<file path="src/design/segx_pkg.sv">
// Shared definitions for the segment intersection pipeline.
// No dependencies.
package segx_pkg;

    // Default coordinate width. Coordinates are signed Q16.8 at this width.
    localparam int COORD_BITS_DEF = 24;

    // Flags that travel with an item through the division cells.
    typedef struct packed {
        logic hit;
        logic negx;   // sign of seg1 x direction
        logic negy;   // sign of seg1 y direction
    } ctl_t;

endpackage

</file>
<file path="src/design/segx_cell.sv">
// One division cell: folds one bit of |d1| into tn*|d1|/den for x and y.
// Depends on segx_pkg.
module segx_cell #(
    parameter int COORD_BITS = segx_pkg::COORD_BITS_DEF,
    parameter int BIT_POS = 0,
    localparam int MW = COORD_BITS + 1,
    localparam int NW = 2 * COORD_BITS + 2
) (
    input  logic                          clk,
    input  logic                          rst_n,
    input  logic                          in_valid,
    output logic                          in_ready,
    input  logic [NW-1:0]                 in_tn,
    input  logic [NW-1:0]                 in_den,
    input  logic signed [COORD_BITS-1:0]  in_ax,
    input  logic signed [COORD_BITS-1:0]  in_ay,
    input  logic [MW-1:0]                 in_magx,
    input  logic [MW-1:0]                 in_magy,
    input  segx_pkg::ctl_t                in_ctl,
    input  logic [MW-1:0]                 in_qx,
    input  logic [MW-1:0]                 in_qy,
    input  logic [NW-1:0]                 in_rx,
    input  logic [NW-1:0]                 in_ry,
    output logic                          out_valid,
    input  logic                          out_ready,
    output logic [NW-1:0]                 out_tn,
    output logic [NW-1:0]                 out_den,
    output logic signed [COORD_BITS-1:0]  out_ax,
    output logic signed [COORD_BITS-1:0]  out_ay,
    output logic [MW-1:0]                 out_magx,
    output logic [MW-1:0]                 out_magy,
    output segx_pkg::ctl_t                out_ctl,
    output logic [MW-1:0]                 out_qx,
    output logic [MW-1:0]                 out_qy,
    output logic [NW-1:0]                 out_rx,
    output logic [NW-1:0]                 out_ry
);
    import segx_pkg::*;

    localparam int EW = NW + 2;

    logic valid_reg, en;
    logic [NW-1:0] tn_reg, den_reg, rx_reg, ry_reg;
    logic signed [COORD_BITS-1:0] ax_reg, ay_reg;
    logic [MW-1:0] magx_reg, magy_reg, qx_reg, qy_reg;
    ctl_t ctl_reg;

    logic [EW-1:0] sx, sy, d1, d2;
    logic [NW-1:0] rx_next, ry_next;
    logic [MW-1:0] qx_next, qy_next;

    assign en       = !valid_reg || out_ready;
    assign in_ready = en;

    // r stays below den and tn <= den, so 2r + tn < 3 den: quotient digit 0..2
    always_comb
    begin
        d1 = EW'(in_den);
        d2 = EW'({in_den, 1'b0});
        sx = EW'({in_rx, 1'b0}) + (in_magx[BIT_POS] ? EW'(in_tn) : '0);
        sy = EW'({in_ry, 1'b0}) + (in_magy[BIT_POS] ? EW'(in_tn) : '0);
        if (sx >= d2)
        begin
            rx_next = NW'(sx - d2);
            qx_next = {in_qx[MW-2:0], 1'b0} + MW'(2);
        end
        else if (sx >= d1)
        begin
            rx_next = NW'(sx - d1);
            qx_next = {in_qx[MW-2:0], 1'b0} + MW'(1);
        end
        else
        begin
            rx_next = NW'(sx);
            qx_next = {in_qx[MW-2:0], 1'b0};
        end
        if (sy >= d2)
        begin
            ry_next = NW'(sy - d2);
            qy_next = {in_qy[MW-2:0], 1'b0} + MW'(2);
        end
        else if (sy >= d1)
        begin
            ry_next = NW'(sy - d1);
            qy_next = {in_qy[MW-2:0], 1'b0} + MW'(1);
        end
        else
        begin
            ry_next = NW'(sy);
            qy_next = {in_qy[MW-2:0], 1'b0};
        end
    end

    always_ff @(posedge clk or negedge rst_n)
    begin
        if (!rst_n)
            valid_reg <= 1'b0;
        else if (en)
            valid_reg <= in_valid;
    end

    always_ff @(posedge clk)
    begin
        if (en)
        begin
            tn_reg   <= in_tn;
            den_reg  <= in_den;
            ax_reg   <= in_ax;
            ay_reg   <= in_ay;
            magx_reg <= in_magx;
            magy_reg <= in_magy;
            ctl_reg  <= in_ctl;
            qx_reg   <= qx_next;
            qy_reg   <= qy_next;
            rx_reg   <= rx_next;
            ry_reg   <= ry_next;
        end
    end

    assign out_valid = valid_reg;
    assign out_tn    = tn_reg;
    assign out_den   = den_reg;
    assign out_ax    = ax_reg;
    assign out_ay    = ay_reg;
    assign out_magx  = magx_reg;
    assign out_magy  = magy_reg;
    assign out_ctl   = ctl_reg;
    assign out_qx    = qx_reg;
    assign out_qy    = qy_reg;
    assign out_rx    = rx_reg;
    assign out_ry    = ry_reg;

endmodule

</file>
<file path="config.mk">
export PLATFORM = sky130hd
export DESIGN_NAME = segx_cell
export DESIGN_NICKNAME = d
export VERILOG_FILES = /design/src/design/segx_pkg.sv /design/src/design/segx_cell.sv
export SDC_FILE = /design/constraint.sdc
export NUM_CORES = 1
export LEC_CHECK = 0
export ABC_CLOCK_PERIOD_IN_PS = 21700
export BUFFER_PORTS_ARGS = -buffer_cell sky130_fd_sc_hd__buf_2
export CORE_AREA = 2 2 272 274
export DETAILED_ROUTE_END_ITERATION = 8
export DIE_AREA = 0 0 274 276
export GPL_TIMING_DRIVEN = 0
export REMOVE_ABC_BUFFERS = 1
export SKIP_LAST_GASP = 1
export SLEW_MARGIN = 20
export SYNTH_ARGS = -nofsm -noshare
export SYNTH_HDL_FRONTEND = slang
export SYNTH_SLANG_ARGS = --single-unit
</file>
<file path="constraint.sdc">
create_clock -name clk -period 21.7 [get_ports clk]
set_input_delay 3.255 -clock clk [delete_from_list [all_inputs] [get_ports clk]]
set_output_delay 3.255 -clock clk [all_outputs]
set_load 0.05 [all_outputs]
</file>
== After elaboration in Yosys (flattened, before gate mapping) ==
Cells that the tools add are included.
Word-level totals
  input bits: 355
  output and inout bits: 353
  memory bits (writable): 0
  flip-flop bits (word level): 352
  logic and storage cells: 40
  ROM bits: 0
  latch bits: 0
  memories: 0
Operators by class
  shift operators: 0
  bitwise logic cells: 0
  divide/modulo/power cells: 0
  reduce and logical (&&, ||, !) cells: 2
  order comparisons: 4
  $add $sub $neg: 10
  multiply operators: 0
  muxes and demuxes: 10
  equal/unequal tests: 0
Operator list (count)
  $mux W50: 6
  $sub A50 B50 Y50: 4
  $add A51 B50 Y52: 2
  $ge A52 B50 Y1: 2
  $ge A52 B51 Y1: 2
  $mux W25: 4
  $add A25 B1 Y25 const B: 2
  $add A25 B2 Y25 const B: 2
  $logic_not A1 Y1: 1
  $logic_or A1 B1 Y1: 1

== Logic depth before layout (Yosys ltp) ==
  depth in word-level cells: 5
  gate-level depth with buffers: 29
  depth with buffers taken out: 24

== Least setup slack after synthesis ==
Ideal clock, no wire load.
  path type: input to output
  from: input out_ready
  to: output in_ready
  slack: 6.445 ns
  stages: 1
  data required time: 18.445 ns
  arrival: 12.000 ns
  path buffers: 0
  cell sequence: nand2b_1
Between the ends
  word-level cells in the longest chain between the ends: 1
Ends and longest elaborated chain
  start: declaration: RTL line segx_cell.sv:25  | input logic out_ready,
  $logic_or A1 B1 Y1: RTL line segx_cell.sv:52  | assign en = !valid_reg || out_ready;
  end: declaration: RTL line segx_cell.sv:12  | output logic in_ready,
No other way between the ends.

== Worst setup path after layout ==
  from: input in_magx[0]
  to: register rx_reg[12], in the netlist out_rx[12], data pin
Between the ends
  word-level cells in the longest chain between the ends: 5
  elaborated cells on any way between the ends: 8
  classes of those cells: add/sub: 3; order compare: 2; mux: 3
Ends and longest elaborated chain
  start: declaration: RTL line segx_cell.sv:17  | input logic [MW-1:0] in_magx,
  $mux W50 *: RTL line segx_cell.sv:60  | sx = EW'({in_rx, 1'b0}) + (in_magx[BIT_POS] ? EW'(in_tn) : '0);
  $add A51 B50 Y52 *: RTL line segx_cell.sv:60
  $sub A50 B50 Y50 or $ge A52 B50 Y1 (tied branches): RTL line segx_cell.sv:69, segx_cell.sv:67
  $mux W50: RTL line segx_cell.sv:67  | else if (sx >= d1)
  $mux W50 *: RTL line segx_cell.sv:62  | if (sx >= d2)
  net rx_next[12]: RTL line segx_cell.sv:49  | logic [NW-1:0] rx_next, ry_next;
  end signal: assignment: RTL line segx_cell.sv:115  | rx_reg <= rx_next;
  end: declaration: RTL line segx_cell.sv:43  | logic [NW-1:0] tn_reg, den_reg, rx_reg, ry_reg;
Mark *: on every way through the listed nets, which the timed path passes. The rest lies on a longest branch.
A chain may end at the register's enable or synchronous reset.

==> summary.md <==
The run finished with clean final reports. Dividing the detail-routed via count by the number of cells gives 5.693. Registers are responsible for 26.0% of the overall power. The chip height works out to 276 um. The average instance in the mapped netlist occupies 9.299 sq um. On the worst path, the slowest cell contributes a delay of 0.68 ns. Met2 wire length: 50.70 mm. The slowest stage of the critical path belongs to the cell sky130_fd_sc_hd__buf_2. TritonCTS built the clock tree.

The run gives 3,263 as the count of mapped cells out of synthesis. The switching fraction of total power was 46.07%; the final worst slack was 11.32 ns. Clock latency on the worst-skew pair, taken at its later pin, is 0.59 ns.

The tools report the element type at the critical path end as a flop. Adding up every negative setup slack in the final design gives 0 ns. IR analysis of the VDD net gives a maximum drop of 0.00006941 V.

The run gives 0 as the max-slew violation total from the final report. For the endpoint arrival time on the critical path, the log shows 10.77 ns. Cells fill 50.25% of the core in the end. The endpoint required time on the critical path came out at 22.09 ns.

The number of synthesized flops with an enable pin came out at 351. The min-delay analysis places its worst path in the category flop to flop. In this run the cell area measured after placement is 0.03507 sq mm. For the final hold violation count, the log shows 0.

The most common cell after layout, fill and taps aside is sky130_fd_sc_hd__buf_2. Relative to the synthesized area, the layout overhead comes to 20.20%. The wire length per cell was 22.27 um. The slew of the pin with the lowest slew margin works out to 0.9802 ns. The detailed router finished its first iteration with 2,341 violations. Prevailing post-synth register cell: sky130_fd_sc_hd__edfxtp_1. In the final layout, the share of cells above drive strength 1 is 21.01%. The total buffers and inverters traversed by the critical path is 4, and the minimum period implied by the final worst setup slack is 10.38 ns.

Setup violations remaining at the end of the flow were counted as 0. The number of detailed-route iterations in the first pass is 5, and the internal power component is 1951 uW. In the routed design, unresolved DRC markers number 0.

In this run the worst path has a maximum fanout of 51. Setup repair after global routing left no endpoint under its margin. The logs give 0 for the post-CTS setup-driven buffer insertion count and 28,020 for the via count of the routed design.

The detail route stage leaves a number of antenna-violating nets equal to 0. The tools report the number of placement rows as 99. Timing would allow up to 96.31 MHz. Entering global routing, the biggest net connects 60 pins. Clock tree synthesis found a total of 352 sinks. The kind of cell with the highest combined delay along the critical path is compound AO/OA/AOI/OAI gates.

The post-route clock skew is 0.01442 ns. The maximum buffer depth of the clock tree is 3, and the fraction of power consumed by combinational cells is 54.2%. The number of placed instances, taps included is 4,833. Of the synthesized area, sequential elements account for 34.82%.

The buffer type at the clock tree root was sky130_fd_sc_hd__clkbuf_16. The count of cells along the worst hold path is 1, and the count of cells resized by post-cts repair is 0. By startpoint and endpoint, the worst setup path is classified as input port to flop. The cts-stage hold buffer count was 0; the fill cell total of the finished layout was 6,976.

Number of global-route vias before repair: 26,540. Measured in cells, the most critical reg-to-reg path has a length of 4. The top routing layer in use was met4. The H-tree generated during clock tree synthesis spans 2 levels. In the layout the commonest cells are 705 x sky130_fd_sc_hd__buf_2, 351 x sky130_fd_sc_hd__edfxtp_1, 338 x sky130_fd_sc_hd__a21oi_1.

The post-synthesis cell area was 0.03034 sq mm; the worst setup slack before clock tree synthesis was 10.76 ns. After synthesis, the share of flip-flops with an asynchronous set or reset is 0.2841%. The wire length of the first global-routing pass came out at 160.9 mm. The tools report the sum of net half-perimeters after detailed placement as 89.98 mm. The power per standard cell area works out to 99.19 mW/mm^2. The detailed-routed wire length on met3 was 7.212 mm. The detailed-routing wirelength on met1 is 48.25 mm, and the boundary pin count is 708. The run gives 0.07259 sq mm as the placeable core region.

The run gives 0.03648 sq mm as the cell area after layout. For the number of antenna violations at the first check in global routing, the log shows 6. The tools report the area enclosed by the die boundary as 0.07562 sq mm. The logs give 4,921 for the post-layout instance count excluding filler cells and 0 for the overall overflow remaining after global route. The clock-pin slew on the worst setup and hold paths came out at 0.06 ns.

The floorplan step set the die width to 274 um. The max-capacitance violation count came out at 0. The routed design has 109.6 mm of wire. The tools report the number of synthesis warnings as 0.

Synthesis instantiated 87 different standard cells from the library. The final RePlAce weighted congestion is 0.9506. Final layout net count: 4,581. In this design, the critical path's most frequently occurring cell is sky130_fd_sc_hd__buf_16. Clock tree synthesis inserted a total of 44 buffers.

Flip-flop and latch count after synthesis: 352. For this design the static power due to leakage is 0.01658 uW. The type of element launching the critical path was an input port. The count of buffers added on input and output ports is 705. The share of total power dissipated in the clock network is 19.8%. Once the floorplan was initialized, standard cells occupied 41.80% of the core. The number of cells on the critical path was 27; the global-route usage over all layers was 27.77%. Of the available clock period, the critical path in the final layout requires 47.85%. For this design the total switching power over the nets is 1667 uW.

Tightest slew margin relative to the limit: 34.65%.
state kept, by name, indices dropped and copies added (netlist names), 25 cells and up:
register and count:
out_qx 25, out_magx 25, out_qy 25, out_rx 50
out_ry 50, out_tn 50, out_den 50, out_magy 25
per-stage QoR:
stage          power (uW)  hold slack [ns]
5_1_grt              3823           0.9293
3_5_place_dp         2889           0.8889
3_3_place_gp         2898            3.031
2_1_floorplan        2390            2.959
6_report             3618           0.8894
4_1_cts              3622           0.9044
per-layer routing:
metal  vias to the layer above  global-route usage (%)
li1                      13600                       -
met1                     13320                   37.46
met2                       964                   45.62
met3                       127                   4.039
met5                         -                       0
met4                         0                   8.863
power by group through the flow:
stage / Clock, uW / Sequential [uW] / Combinational, uW
2_1_floorplan: 0 / 1400 / 991
3_3_place_gp: 0 / 979 / 1920
3_5_place_dp: 0 / 954 / 1940
4_1_cts: 734 / 943 / 1950
5_1_grt: 759 / 954 / 2110
6_report: 715 / 941 / 1960
Yosys cell counts (all sizes together), types with 27 or more instances:
library cell / instances / area (sq um)
a31oi: 31 / 200.2
nor3: 48 / 245.2
clkbuf: 83 / 312.8
o21ai: 173 / 877.1
nand2: 260 / 975.9
and2: 129 / 807.0
o21a: 32 / 240.2
ha: 300 / 3754
inv: 118 / 442.9
a21oi: 338 / 1692
nand4: 57 / 356.6
mux2i: 61 / 610.6
o21bai: 43 / 322.8
nand3: 101 / 505.5
a211oi: 36 / 275.3
nor2b: 27 / 168.9
nor2: 176 / 660.6
buf: 32 / 191.4
and3: 43 / 269.0
a21o: 172 / 1291
edfxtp: 351 / 10540
o211ai: 34 / 265.3
xor2: 94 / 823.3
nand2b: 39 / 244.0
xnor2: 219 / 1918
final timing paths:
kind	start	end	slack, ns
worst max-delay path	in_magx[0]	out_rx[12]	11.32
worst min-delay path	out_valid	out_magx[16]	0.89
worst max register to register	out_valid	out_rx[34]	19.63
worst min register to register	out_valid	out_magx[16]	0.89
max in group asynchronous	rst_n	out_valid	19.18
min in group asynchronous	rst_n	out_valid	2.43
final cells by class:
class | count | area (sq um) | area share, %
multi-input combinational | 2678 | 18860 | 51.72
clock inverter | 29 | 244.0 | 0.6689
tap | 959 | 1200 | 3.290
sequential | 352 | 10570 | 28.97
clock buffer | 52 | 1141 | 3.128
inverter | 118 | 442.9 | 1.214
antenna | 7 | 17.52 | 0.04802
timing repair buffer | 726 | 4000 | 10.97
kinds of logic after synthesis:
group	after synthesis	share of synthesized area [%]
compound gates	1041	22.34
xor+xnor	313	9.034
fa+ha+maj	306	12.77
buf+inv	233	3.121
flops	352	34.82
mux	65	2.161
simple gates	953	15.76
Note: power is estimated with default switching activity, not from simulation.
